**src/objdv_pkg.sv**
```systemverilog
package objdv_pkg;

  localparam int TOKEN_CAPACITY_DEF = 16;
  localparam int DIR_COUNT          = 12;
  localparam int DIR_LEN_MAX        = 6;
  localparam int DIR_LEN_W          = 3;
  localparam int LINE_W             = 32;

  localparam logic [7:0] CH_LF    = 8'h0A;
  localparam logic [7:0] CH_CR    = 8'h0D;
  localparam logic [7:0] CH_TAB   = 8'h09;
  localparam logic [7:0] CH_SPACE = 8'h20;
  localparam logic [7:0] CH_HASH  = 8'h23;

  typedef enum logic [1:0] {
    VERDICT_SCANNING = 2'd0,
    VERDICT_ACCEPTED = 2'd1,
    VERDICT_REJECTED = 2'd2
  } verdict_t;

  typedef logic [7:0] tok_byte_t;

  // Directive spellings, padded with zeros past their length
  localparam logic [7:0] DIR_TEXT [DIR_COUNT][DIR_LEN_MAX] = '{
    '{8'h76, 8'h00, 8'h00, 8'h00, 8'h00, 8'h00},  // v
    '{8'h76, 8'h74, 8'h00, 8'h00, 8'h00, 8'h00},  // vt
    '{8'h76, 8'h6E, 8'h00, 8'h00, 8'h00, 8'h00},  // vn
    '{8'h76, 8'h70, 8'h00, 8'h00, 8'h00, 8'h00},  // vp
    '{8'h66, 8'h00, 8'h00, 8'h00, 8'h00, 8'h00},  // f
    '{8'h6F, 8'h00, 8'h00, 8'h00, 8'h00, 8'h00},  // o
    '{8'h67, 8'h00, 8'h00, 8'h00, 8'h00, 8'h00},  // g
    '{8'h73, 8'h00, 8'h00, 8'h00, 8'h00, 8'h00},  // s
    '{8'h6D, 8'h74, 8'h6C, 8'h6C, 8'h69, 8'h62},  // mtllib
    '{8'h75, 8'h73, 8'h65, 8'h6D, 8'h74, 8'h6C},  // usemtl
    '{8'h6C, 8'h00, 8'h00, 8'h00, 8'h00, 8'h00},  // l
    '{8'h70, 8'h00, 8'h00, 8'h00, 8'h00, 8'h00}   // p
  };

  localparam logic [DIR_LEN_W-1:0] DIR_LEN [DIR_COUNT] = '{
    3'd1, 3'd2, 3'd2, 3'd2, 3'd1, 3'd1, 3'd1, 3'd1, 3'd6, 3'd6, 3'd1, 3'd1
  };

endpackage

```
**src/obj_directive_validator_core.sv**
```systemverilog
// An accepted item moves from the input register into the result register, which drives out_*;
// it waits in the input register while the result register is still held.
// Throughput: one item per cycle; the input register and result register each hold
// one item, so input stalls only when the result register is full and not taken.
// Reset (rst_n low, synchronous) empties both registers and sets line 1, empty token,
// no rejection. An end-of-file item returns the scan state to that same reset state.
module obj_directive_validator_core #(
  parameter int TOKEN_CAPACITY = objdv_pkg::TOKEN_CAPACITY_DEF
) (
  input  logic        clk,
  input  logic        rst_n,
  input  logic        in_tvalid,
  output logic        in_tready,
  input  logic [7:0]  in_tdata,   // [7:0] byte_value
  input  logic        in_tlast,   // end_of_file
  output logic        out_tvalid,
  input  logic        out_tready,
  output logic [39:0] out_tdata   // [1:0] verdict, [33:2] error_line, [39:34] zero
);
  import objdv_pkg::*;

  localparam int CNT_W = $clog2(TOKEN_CAPACITY + 1);
  localparam int IDX_W = $clog2(DIR_LEN_MAX);

  // input register
  logic       s_vld_r;
  logic [7:0] s_byte_r;
  logic       s_eof_r;

  // scan state
  tok_byte_t          tok_r [DIR_LEN_MAX];
  logic [CNT_W-1:0]   cnt_r, cnt_nxt;
  logic               rest_r, rest_nxt;
  logic [LINE_W-1:0]  line_r, line_nxt;
  logic               rej_r, rej_nxt;
  logic               tok_wr;

  // result register
  logic              o_vld_r;
  verdict_t          o_verdict_r, verdict_nxt;
  logic [LINE_W-1:0] o_line_r;

  logic                 adv;
  logic [DIR_LEN_W-1:0] tok_len;
  logic                 tok_pass;
  logic                 is_eol, is_ws;

  assign adv       = s_vld_r & (~o_vld_r | out_tready);
  assign in_tready = ~s_vld_r | adv;

  assign tok_len = (cnt_r <= CNT_W'(DIR_LEN_MAX)) ? cnt_r[DIR_LEN_W-1:0] : '1;

  objdv_match u_match (
    .tok      (tok_r),
    .tok_len  (tok_len),
    .tok_pass (tok_pass)
  );

  assign is_eol = (s_byte_r == CH_LF) | (s_byte_r == CH_CR);
  assign is_ws  = (s_byte_r == CH_SPACE) | (s_byte_r == CH_TAB);

  always_comb begin
    cnt_nxt     = cnt_r;
    rest_nxt    = rest_r;
    line_nxt    = line_r;
    rej_nxt     = rej_r;
    tok_wr      = 1'b0;
    verdict_nxt = VERDICT_SCANNING;
    if (s_eof_r) begin
      verdict_nxt = (rej_r | ~tok_pass) ? VERDICT_REJECTED : VERDICT_ACCEPTED;
      cnt_nxt     = '0;
      rest_nxt    = 1'b0;
      line_nxt    = LINE_W'(1);
      rej_nxt     = 1'b0;
    end else if (!rej_r) begin
      if (is_eol) begin
        if (!tok_pass) begin
          rej_nxt = 1'b1;
        end else begin
          cnt_nxt  = '0;
          rest_nxt = 1'b0;
          if ((s_byte_r == CH_LF) && (line_r != '1)) begin
            line_nxt = line_r + LINE_W'(1);
          end
        end
      end else if (!rest_r) begin
        if ((s_byte_r == CH_HASH) && (cnt_r == '0)) begin
          rest_nxt = 1'b1;
        end else if (is_ws) begin
          if (!tok_pass) begin
            rej_nxt = 1'b1;
          end else if (cnt_r != '0) begin
            rest_nxt = 1'b1;
          end
        end else if (cnt_r >= CNT_W'(TOKEN_CAPACITY)) begin
          rej_nxt = 1'b1;
        end else begin
          // bytes past the longest directive only need counting
          tok_wr  = (cnt_r < CNT_W'(DIR_LEN_MAX));
          cnt_nxt = cnt_r + CNT_W'(1);
        end
      end
      if (rej_nxt) begin
        verdict_nxt = VERDICT_REJECTED;
      end
    end else begin
      verdict_nxt = VERDICT_REJECTED;
    end
  end

  always_ff @(posedge clk) begin
    if (!rst_n) begin
      s_vld_r <= 1'b0;
    end else if (in_tready) begin
      s_vld_r <= in_tvalid;
    end
    if (in_tready && in_tvalid) begin
      s_byte_r <= in_tdata;
      s_eof_r  <= in_tlast;
    end
  end

  always_ff @(posedge clk) begin
    if (!rst_n) begin
      cnt_r  <= '0;
      rest_r <= 1'b0;
      line_r <= LINE_W'(1);
      rej_r  <= 1'b0;
    end else if (adv) begin
      cnt_r  <= cnt_nxt;
      rest_r <= rest_nxt;
      line_r <= line_nxt;
      rej_r  <= rej_nxt;
    end
  end

  always_ff @(posedge clk) begin
    if (adv && tok_wr) begin
      tok_r[cnt_r[IDX_W-1:0]] <= s_byte_r;
    end
  end

  always_ff @(posedge clk) begin
    if (!rst_n) begin
      o_vld_r <= 1'b0;
    end else if (adv) begin
      o_vld_r <= 1'b1;
    end else if (out_tready) begin
      o_vld_r <= 1'b0;
    end
    if (adv) begin
      o_verdict_r <= verdict_nxt;
      // end of file reports the line reached, before the state returns to line 1
      o_line_r    <= s_eof_r ? line_r : line_nxt;
    end
  end

  assign out_tvalid = o_vld_r;
  assign out_tdata  = {6'd0, o_line_r, o_verdict_r};

endmodule

```
**src/objdv_match.sv**
```systemverilog
module objdv_match (
  input  objdv_pkg::tok_byte_t          tok [objdv_pkg::DIR_LEN_MAX],
  input  logic [objdv_pkg::DIR_LEN_W-1:0] tok_len,  // 7: longer than any directive
  output logic                          tok_pass
);
  import objdv_pkg::*;

  always_comb begin
    logic hit;
    logic same;
    hit = 1'b0;
    for (int d = 0; d < DIR_COUNT; d++) begin
      same = (tok_len == DIR_LEN[d]);
      for (int k = 0; k < DIR_LEN_MAX; k++) begin
        if ((DIR_LEN_W'(k) < DIR_LEN[d]) && (tok[k] != DIR_TEXT[d][k])) begin
          same = 1'b0;
        end
      end
      hit = hit | same;
    end
    tok_pass = (tok_len == '0) | hit;
  end

endmodule
```
**config.mk**
```make
export PLATFORM = sky130hd
export DESIGN_NAME = obj_directive_validator_core
export DESIGN_NICKNAME = d
export VERILOG_FILES = /design/src/objdv_pkg.sv /design/src/obj_directive_validator_core.sv /design/src/objdv_match.sv
export SDC_FILE = /design/constraint.sdc
export NUM_CORES = 1
export LEC_CHECK = 0
export BUFFER_PORTS_ARGS = -buffer_cell sky130_fd_sc_hd__buf_2
export CAP_MARGIN = 20
export CORE_ASPECT_RATIO = 1.75
export CORE_MARGIN = 2
export CORE_UTILIZATION = 60
export CTS_CLUSTER_SIZE = 30
export DETAILED_ROUTE_END_ITERATION = 16
export PLACE_DENSITY = 0.8
export SLEW_MARGIN = 10
export SYNTH_ARGS = -nofsm -noshare
export SYNTH_HDL_FRONTEND = slang
export SYNTH_SLANG_ARGS = --single-unit
```
**constraint.sdc**
```tcl
create_clock -name clk -period 3.58 [get_ports clk]
set_input_delay 0.716 -clock clk [delete_from_list [all_inputs] [get_ports clk]]
set_output_delay 0.716 -clock clk [all_outputs]
set_load 0.03 [all_outputs]
```
==> results of run 1 <==
## worst max-delay path: cells and delay by family, from the launching register on
kind | cells | cell delay, ps
DFF | 1 | 550
AOI/OAI and AO/OA | 2 | 620
and+or+nand+nor | 5 | 1940
## layer usage
layer	global-route usage (%)	share of wire [%]
met1	30.35	35
met2	51.57	53
met3	5.278	5.8
met4	17.95	5.5
met5	0	0
## flip-flops by register name (all words and copies together) (netlist names)
signal       cells
tok_r           48
o_verdict_r      2
rej_r            1
out_tvalid       1
s_eof_r          1
s_vld_r          1
line_r          32
cnt_r            5
rest_r           1
o_line_r        32
s_byte_r         8
## cell families (layout without fill, tap and decap cells)
family,count (synthesis),after routing,synth area share (%)
other,1,6,0.05703
buffers and inverters,76,132,5.005
xor gates and xnor gates,32,32,4.263
AOI/OAI and AO/OA,96,96,12.73
and+or+nand+nor,267,267,23.01
DFF,132,132,54.04
muxes,2,2,0.3235
adders and majority gates,3,3,0.5709
## metrics by stage
stage / area (sq um) / utilization [%] / setup WS, ps / power [mW] / hold slack [ps]
floorplan: 6594 / - / 729.6 / 1.830 / 486.8
global placement: 6957 / 65.03 / 594.9 / 1.882 / 509.8
detailed placement: 6957 / 65.03 / 451.0 / 1.887 / 522.7
CTS: 7542 / 70.50 / 424.3 / 3.605 / 448.7
global route: 7542 / 70.50 / 163.2 / 3.668 / 453.0
finish: 7542 / 70.50 / 389.7 / 3.586 / 462.2
## report_power, final
group / leakage (nW) / switching [mW] / internal, mW
logic: 1.10 / 0.137 / 0.0432
registers: 1.17 / 0.0214 / 1.66
clock network: 0.289 / 0.740 / 0.989
## cell type report
cell class / instances / area share, %
clock buffer: 17 / 5.640
sequential: 132 / 47.11
inverter: 27 / 1.344
multi-input combinational: 406 / 35.95
timing repair buffer: 73 / 5.674
tap: 130 / 2.157
clock inverter: 15 / 2.123
## cells in the mapped netlist, drive strengths merged, types with 9 or more instances
cell,count
a31oi,21
inv,26
clkbuf,32
and3,12
dfxtp,41
nor4,9
buf,17
nor2,34
edfxtp,91
xnor2,28
nor3,31
nand2,60
nand4,34
nand3,30
## worst max path at each step
stage,cells after the start,start,end,slack (ps)
6_report,7,s_byte_r[2],line_r[23],390
5_1_grt,7,s_byte_r[2],line_r[23],160
4_1_cts,7,s_byte_r[2],line_r[23],420
3_5_place_dp,7,s_byte_r[2],line_r[23],450
3_3_place_gp,8,tok_r[9],line_r[9],590
2_1_floorplan,9,out_tready,tok_r[32],730
==> results.md, run 1 <==
* Pin count of the biggest net entering global routing at 57
* Core area at 0.01070 sq mm
* Layout cell share with drive strength beyond 1 at 19.55%
* Initial antenna violation count at 0
* WHS Path Cells at 1
* CTS-repair resized insts at 0
* Vias in the first global route at 5,208
* Die W at 83.13 um
* WHS Endpoint: s_byte_r[6]
* RD Place Congestion at 0.9245
* Status: complete, no violations
* Leak Pwr at 2.560 nW
* Post-Route WL at 16,340 um
* Cell chain of the critical path: nor4_2, nand4b_1, or4_1, a31oi_4, nand3_1, or4_1, a31oi_1
* Clock skew at 11.11 ps
* Reg2Reg Capture Point: line_r[23]
* Cell variety after synth at 76
* TritonCTS Buffers at 17
* Cell taking the most area after synthesis: edfxtp_1
* Post-CTS Setup Bufs at 0
* Seq/Total Area, Yosys at 54.04%
* Area share of the largest cell type after synthesis at 41.56%
* FF/Latch Area at 0.003553 sq mm
* Post-DR wirelength/cell at 20.42 um
* Critical Path Max Stage Delay at 620 ps
* Max clock buf depth at 2
* Post-synthesis cell area at 0.006575 sq mm
* Flops & latches, synth at 132
* Most common cell after layout, fill and taps aside: edfxtp_1
* Most frequent cells in the layout: edfxtp_1 (91), nand2_1 (60), buf_2 (48), dfxtp_1 (41)
* Multi-input logic area at 0.002711 sq mm
* CP dominant cell by count: or4_1
* Crit path max fanout at 17
* CTS tree: built
* Initial DRC count at 427
* Number of top-level pins at 55
* Pins Over Slew Limit at 0
* Worst skew pair latency at 430 ps
* Clock slew at reported path FFs at 70 ps
* CTS sink cnt at 132
* Worst reg2reg startpoint: s_byte_r[2]
* Worst path required time at 3940 ps
* Die Height at 142.5 um
* Post-DP HPWL at 11,150 um
* First-pass GRT wire length at 26,250 um
* Post-synth EDFFs at 91
* Hold Path Class: in -> reg
* Final ANT Viol Nets at 0
* Reg2reg setup slack at 390 ps
* Syn Inst Count at 609
* Relative slew slack at 52.66%
* Final Cycle Share at 89.11%
* GRT Overall Usage at 28.54%
* Via count at 5,268
* Area delta synth->final at 14.71%
* Vias per cell at 6.585
* Placed Cells incl. Taps at 768
* Post-synth ARST share at 0%
* WS Path Type: reg -> reg
* Pre-antenna DRT Iters at 5
* Fmax at 313.5 MHz
* Critical path arrival at 3550 ps
* Die Area at 0.01184 sq mm
* Ant diodes at 0
* Primary FF master, synth: edfxtp_1
* Remaining DRCs at 0
* Number of fill cells at 783
* Row count at 50
* Power Density at 475.5 mW/mm^2
* Setup Total Neg Slack at 0 ps
* CTS Root Cell: clkbuf_16
* Max-Cap Viols at 0
* H-Tree Depth at 4
* Max VDD drop at 0.0005018 V
* Synth area leaders: edfxtp_1 (42%), dfxtp_1 (12%), xnor2_1 (3.7%)
* Hold_buf cts at 0
* Crit start category: flop
* Port bufs at 48
* Final Hold Viols at 0
* Critical path's slowest cell: or4_1
* Fin cells at 800
* Initial Util at 61.46%
* Least-Margin Pin Slew at 710.1 ps
* GRT overflow at 0
* Final net count at 673
* R2R cell count at 7
* Hold_sp: in_tdata[6]
* Unrepaired setup endpoints after global routing: no
* Final Critical Period at 3190 ps
* Final setup viols at 0
* Syn_area_per_cell at 10.80 sq um
* Ys Warns at 0
* Endpoint type of the worst setup path: flop
Power figures use the tool's default switching activity.
==> run 2, diff against run 1 <==
clock period = 3 ns   (was 3.58 ns; I/O delays follow)
==> run 2 against run 1 <==
  * Critical path depth unchanged
  * Count of clock-buffer cells in the layout unchanged
  * Clock skew decreased by 2.0 ps
  * Combinational power increased by 32%
  * Worst hold slack got worse by 100 ps
  * Utilization increased by 1.1 points
  * Register-to-register slack got worse by 240 ps
  * First-iteration DRC count increased by 2.1%
  * Power increased by 14%
  * Sequential share of layout area decreased by 0.69 points
  * Routed wire length increased by 3.4%
  * Critical path type unchanged
  * Critical endpoint is now o_line_r[19]
  * Largest cell class unchanged
  * Highest routed layer unchanged
==> results.md, run 2 (synthesis gave the netlist of run 1 again) <==
* Fmax at 351.0 MHz (+12%)
* WS Path Type: reg -> reg
* Row count at 50 (unchanged)
* Post-DR wirelength/cell at 20.73 um (+1.5%)
* Setup Total Neg Slack at 0 ps (unchanged)
* Port bufs at 48 (unchanged)
* Initial antenna violation count at 0 (unchanged)
* RD Place Congestion at 0.9072 (-1.9%)
* H-Tree Depth at 4 (unchanged)
* Largest register FFs at 48 (unchanged)
* Placed Cells incl. Taps at 784 (+2.1%)
* Post-CTS Setup Bufs at 0 (unchanged)
* Unrepaired setup endpoints after global routing: no
* First-pass GRT wire length at 27,160 um (+3.4%)
* Core area at 0.01070 sq mm (unchanged)
* Die Area at 0.01184 sq mm (unchanged)
* Hold_buf cts at 0 (unchanged)
* CTS sink cnt at 132 (unchanged)
* Fin cells at 815 (+1.9%)
* Hold Path Class: in -> reg
* Final Hold Viols at 0 (unchanged)
* Clock skew at 9.093 ps (-2.014 ps)
* Max-Cap Viols at 0 (unchanged)
* Most frequent cells in the layout: edfxtp_1 (91), nand2_1 (60), buf_2 (48), dfxtp_1 (41), buf_4 (38)
* Via count at 5,336 (+1.3%)
* Relative slew slack at 61.39% (+8.7 points)
* CTS-repair resized insts at 0 (unchanged)
* Power Density at 534.3 mW/mm^2 (+12%)
* Pre-antenna DRT Iters at 5 (unchanged)
* CTS Root Cell: clkbuf_16
* GRT overflow at 0 (unchanged)
* Met2 Resource Use GR at 54.12% (+2.5 points)
* Worst skew pair latency at 420 ps (about the same)
* Max VDD drop at 0.0005930 V (+18%)
* Worst path required time at 3150 ps (-790 ps)
* Die W at 83.13 um (unchanged)
* Ant diodes at 0 (unchanged)
* Crit path max fanout at 7 (-10)
* Die Height at 142.5 um (unchanged)
* Final Cycle Share at 94.96% (+5.8 points)
* Final setup viols at 0 (unchanged)
* Pins Over Slew Limit at 0 (unchanged)
* Met1 usage at 30.97% (+0.63 points)
* Gr busiest metal: met2
* Final Critical Period at 2849 ps (-341.4 ps)
* Endpoint type of the worst setup path: flop
* Remaining DRCs at 0 (unchanged)
* Initial Util at 61.46% (unchanged)
* Leak Pwr at 2.620 nW (+2.4%)
* Critical path arrival at 3000 ps (-550 ps)
* Least-Margin Pin Slew at 578.4 ps (-131.7 ps)
* Most common cell after layout, fill and taps aside: edfxtp_1
* CTS tree: built
* Placed instance area at 0.007114 sq mm (+2.3%)
* Pwr Total at 4.090 mW (+14%)
* Final net count at 689 (+2.4%)
* GRT Overall Usage at 29.31% (+0.77 points)
* Max clock buf depth at 2 (unchanged)
* Crit start category: flop
* Clock slew at reported path FFs at 60 ps (about the same)
* Vias per cell at 6.547 (-0.57%)
* GR Util met3 at 5.742% (+0.46 points)
* Pin count of the biggest net entering global routing at 57 (unchanged)
* Status: complete, no violations
* Layout cell share with drive strength beyond 1 at 21.17% (+1.6 points)
* Fin area at 0.007655 sq mm (+1.5%)
* Number of top-level pins at 55 (unchanged)
* Initial DRC count at 436 (+2.1%)
* Area delta synth->final at 16.42%
* TritonCTS Buffers at 17 (unchanged)
* Post-DP HPWL at 11,520 um (+3.4%)
* Final ANT Viol Nets at 0 (unchanged)
* Post-Route WL at 16,890 um (+3.4%)
* Vias in the first global route at 5,266 (+1.1%)
==> run 2: cell types whose count changed in the layout (fill, tap and decap cells not counted), sizes merged <==
cell,before,now
clkinv,4,6
inv,36,32
bufinv,1,0
buf,73,89
clkinvlp,1,3
==> run 2: path summary, 6_finish.rpt <==
| path | start | end | slack [ps] | cells after the start |
|---|---|---|---|---|
| setup / recovery | tok_r[44] | o_line_r[19] | 150 | 7 |
| hold / removal | in_tdata[5] | s_byte_r[5] | 360 | 1 |
| setup reg to reg | tok_r[44] | o_line_r[19] | 150 | 7 |
| hold reg to reg | s_vld_r | out_tvalid | 540 | 2 |
==> run 2: power by group <==
part | switching, mW | internal, mW | leakage, nW | total [mW]
registers | 0.0199 | 1.98 | 1.17 | 2.00
clock network | 0.799 | 1.06 | 0.252 | 1.85
logic | 0.175 | 0.0634 | 1.20 | 0.238
total | 0.993 | 3.10 | 2.62 | 4.09
==> run 2: layer usage <==
layer | share of wire, % | wire length, um | up-vias
met5 | 0 | 0 | -
met2 | 54 | 9196 | 240
li1 | - | - | 2448
met4 | 5.3 | 889 | 0
met1 | 35 | 5916 | 2584
met3 | 5.3 | 890 | 64
==> run 2: cell type report <==
| type | count | area [sq um] |
|---|---|---|
| tap | 130 | 162.7 |
| clock inverter | 14 | 101.3 |
| sequential | 132 | 3553 |
| inverter | 27 | 101.3 |
| fill | 735 | 3043 |
| timing repair buffer | 89 | 585.6 |
| clock buffer | 17 | 425.4 |
| multi-input combinational | 406 | 2725 |
==> run 2: critical path, stage by stage, from the launching register on <==
cell and delay (ps):
edfxtp_1 450, nand2b_1 200, o211a_1 140, or4_1 510
a32o_2 360, a21o_1 220, or4_1 550, xnor2_1 160
==> run 2: stage by stage <==
stage	worst slack [ps]	utilization, %	hold slack, ps
detailed placement	122.2	66.50	522.0
global route	34.88	71.56	342.2
global placement	184.8	66.50	501.5
floorplan	165.7	-	486.8
CTS	95.51	71.43	346.1
finish	151.2	71.56	359.0
==> run 3, diff against run 2 <==
REMOVE_ABC_BUFFERS = 1   (was not set)
==> run 3 against run 2 <==
  * Power grew 4.0%
  * Largest cell class unchanged
  * First-iteration DRC count fell by 1.8%
  * Critical path type unchanged
  * Utilization is 0.36 points higher
  * Largest power group is now the clock network
  * Cell count shrank 0.12%
==> results.md, run 3 (synthesis gave the netlist of run 1 again) <==
* Vias per cell at 6.564 (+0.25%)
* Post-Route WL at 16,900 um (about the same)
* Max clock buf depth at 2 (unchanged)
* Via count at 5,343 (+0.13%)
* Relative slew slack at 53.28% (-8.1 points)
* H-Tree Depth at 4 (unchanged)
* Layout cell share with drive strength beyond 1 at 21.64% (+0.47 points)
* TritonCTS Buffers at 17 (unchanged)
* RD Place Congestion at 0.9556 (+5.3%)
* Post-CTS Setup Bufs at 0 (unchanged)
* Final net count at 687 (-0.29%)
* Power Density at 552.9 mW/mm^2 (+3.5%)
* Critical path's slowest cell: or4_1
* R2R cell count at 6 (-1)
* Initial Util at 61.46% (unchanged)
* Hold_sp: in_tdata[5]
* Remaining DRCs at 0 (unchanged)
* Critical Path Max Stage Delay at 660 ps (+110 ps)
* Reg2reg setup slack at 110 ps (-40 ps)
* Reg2Reg Capture Point: o_line_r[15]
* Fin worst setup slack at 114.2 ps (-36.93 ps)
* Ant diodes at 0 (unchanged)
* CTS Root Cell: clkbuf_16
* Largest register FFs at 48 (unchanged)
* Final Critical Period at 2886 ps (+36.93 ps)
* Worst path required time at 3170 ps (+20 ps)
* Hold_buf cts at 0 (unchanged)
* Leak Pwr at 2.630 nW (+0.37%)
* Post-DR wirelength/cell at 20.76 um (+0.15%)
* Unrepaired setup endpoints after global routing: no
* WHS Endpoint: s_byte_r[5]
* Crit path max fanout at 10 (+3)
* Area delta synth->final at 17.01%
* Status: complete, no violations
* Worst Setup Slack post-DPL at 139.8 ps (+17.63 ps)
* CTS tree: built
* Max-Cap Viols at 0 (unchanged)
* Critical path arrival at 3050 ps (+50 ps)
* Initial DRC count at 428 (-1.8%)
* Endpoint type of the worst setup path: flop
* Die W at 83.13 um (unchanged)
* Pre-antenna DRT Iters at 5 (unchanged)
* Pwr Total at 4.254 mW (+4.0%)
* CTS-repair resized insts at 0 (unchanged)
* Pins Over Slew Limit at 0 (unchanged)
* Worst skew pair latency at 420 ps (about the same)
* Fmax at 346.5 MHz (-1.3%)
* Pin count of the biggest net entering global routing at 57 (unchanged)
* Worst reg2reg startpoint: s_byte_r[2]
* Cell chain of the critical path: nor4_4, nand4b_1, or4_1, a31o_2, or4_1, xnor2_1
* Initial antenna violation count at 0 (unchanged)
* WP depth at 6 (-1)
* Die Height at 142.5 um (unchanged)
* CP dominant cell by count: or4_1
* GRT Overall Usage at 29.53% (+0.22 points)
* Core area at 0.01070 sq mm (unchanged)
* Max VDD drop at 0.0005625 V (-5.1%)
* Number of top-level pins at 55 (unchanged)
* WS Path Type: reg -> reg
* First-pass GRT wire length at 27,180 um (about the same)
* Clock slew at reported path FFs at 60 ps (about the same)
* Final setup viols at 0 (unchanged)
* Most common cell after layout, fill and taps aside: edfxtp_1
* Top delay family on crit path: simple AND/OR/NAND/NOR gates
* Least-Margin Pin Slew at 700.8 ps (+122.4 ps)
* Final ANT Viol Nets at 0 (unchanged)
* GRT overflow at 0 (unchanged)
* Row count at 50 (unchanged)
* Crit start category: flop
* Post-DP HPWL at 11,260 um (-2.3%)
* Hold Path Class: in -> reg
* WHS Path Cells at 1 (unchanged)
* Clock skew at 6.059 ps (-3.034 ps)
* Most frequent cells in the layout: edfxtp_1 (91), nand2_1 (60), buf_2 (48), dfxtp_1 (40), buf_4 (37)
* Port bufs at 48 (unchanged)
* CTS sink cnt at 132 (unchanged)
* Vias in the first global route at 5,413 (+2.8%)
* Die Area at 0.01184 sq mm (unchanged)
* Final Hold Viols at 0 (unchanged)
* Final Cycle Share at 96.19% (+1.2 points)
* CP bufs+invs at 0 (unchanged)
## run 3: per-stage QoR
| stage | hold WS (ps) | cell area (sq um) | TNS (ps) | utilization, % | instances |
|---|---|---|---|---|---|
| floorplan | 486.8 | 6366 | -72640 | - | 565 |
| global placement | 495.7 | 7087 | 0 | 66.25 | 782 |
| detailed placement | 520.2 | 7087 | 0 | 66.25 | 782 |
| CTS | 338.3 | 7662 | 0 | 71.63 | 814 |
| global route | 340.3 | 7694 | 0 | 71.92 | 814 |
| finish | 352.1 | 7694 | 0 | 71.92 | 814 |
## run 3: how the worst max path moves through the flow
stage	from	endpoint
after floorplan	out_tready	tok_r[32]
after global placement	tok_r[41]	o_line_r[15]
after detailed placement	s_byte_r[2]	o_line_r[19]
after CTS	s_byte_r[2]	o_line_r[15]
after global routing	s_byte_r[2]	o_line_r[19]
final	s_byte_r[2]	o_line_r[15]
## run 3: cell type report
class	count	area (sq um)
flip-flops and latches	132	3555
repair buffers	87	558.0
inverters	27	101.3
clock inverters	14	146.4
clock buffers	18	429.2
fillers	735	3004
multi-input cells	406	2741
well taps	130	162.7
## run 3: per-layer routing
| layer | share of wire, % | track usage (%) | vias up |
|---|---|---|---|
| met3 | 5.8 | 6.381 | 63 |
| met5 | 0 | 0 | - |
| li1 | - | - | 2444 |
| met4 | 4.8 | 17.60 | 0 |
| met1 | 34 | 29.57 | 2575 |
| met2 | 56 | 55.18 | 261 |
## run 3: power breakdown
part	switching [mW]	leakage, nW	total [mW]	internal (mW)
registers	0.0188	1.17	2.00	1.98
clock network	0.857	0.276	2.02	1.17
logic	0.175	1.18	0.234	0.0589
total	1.05	2.63	4.25	3.20
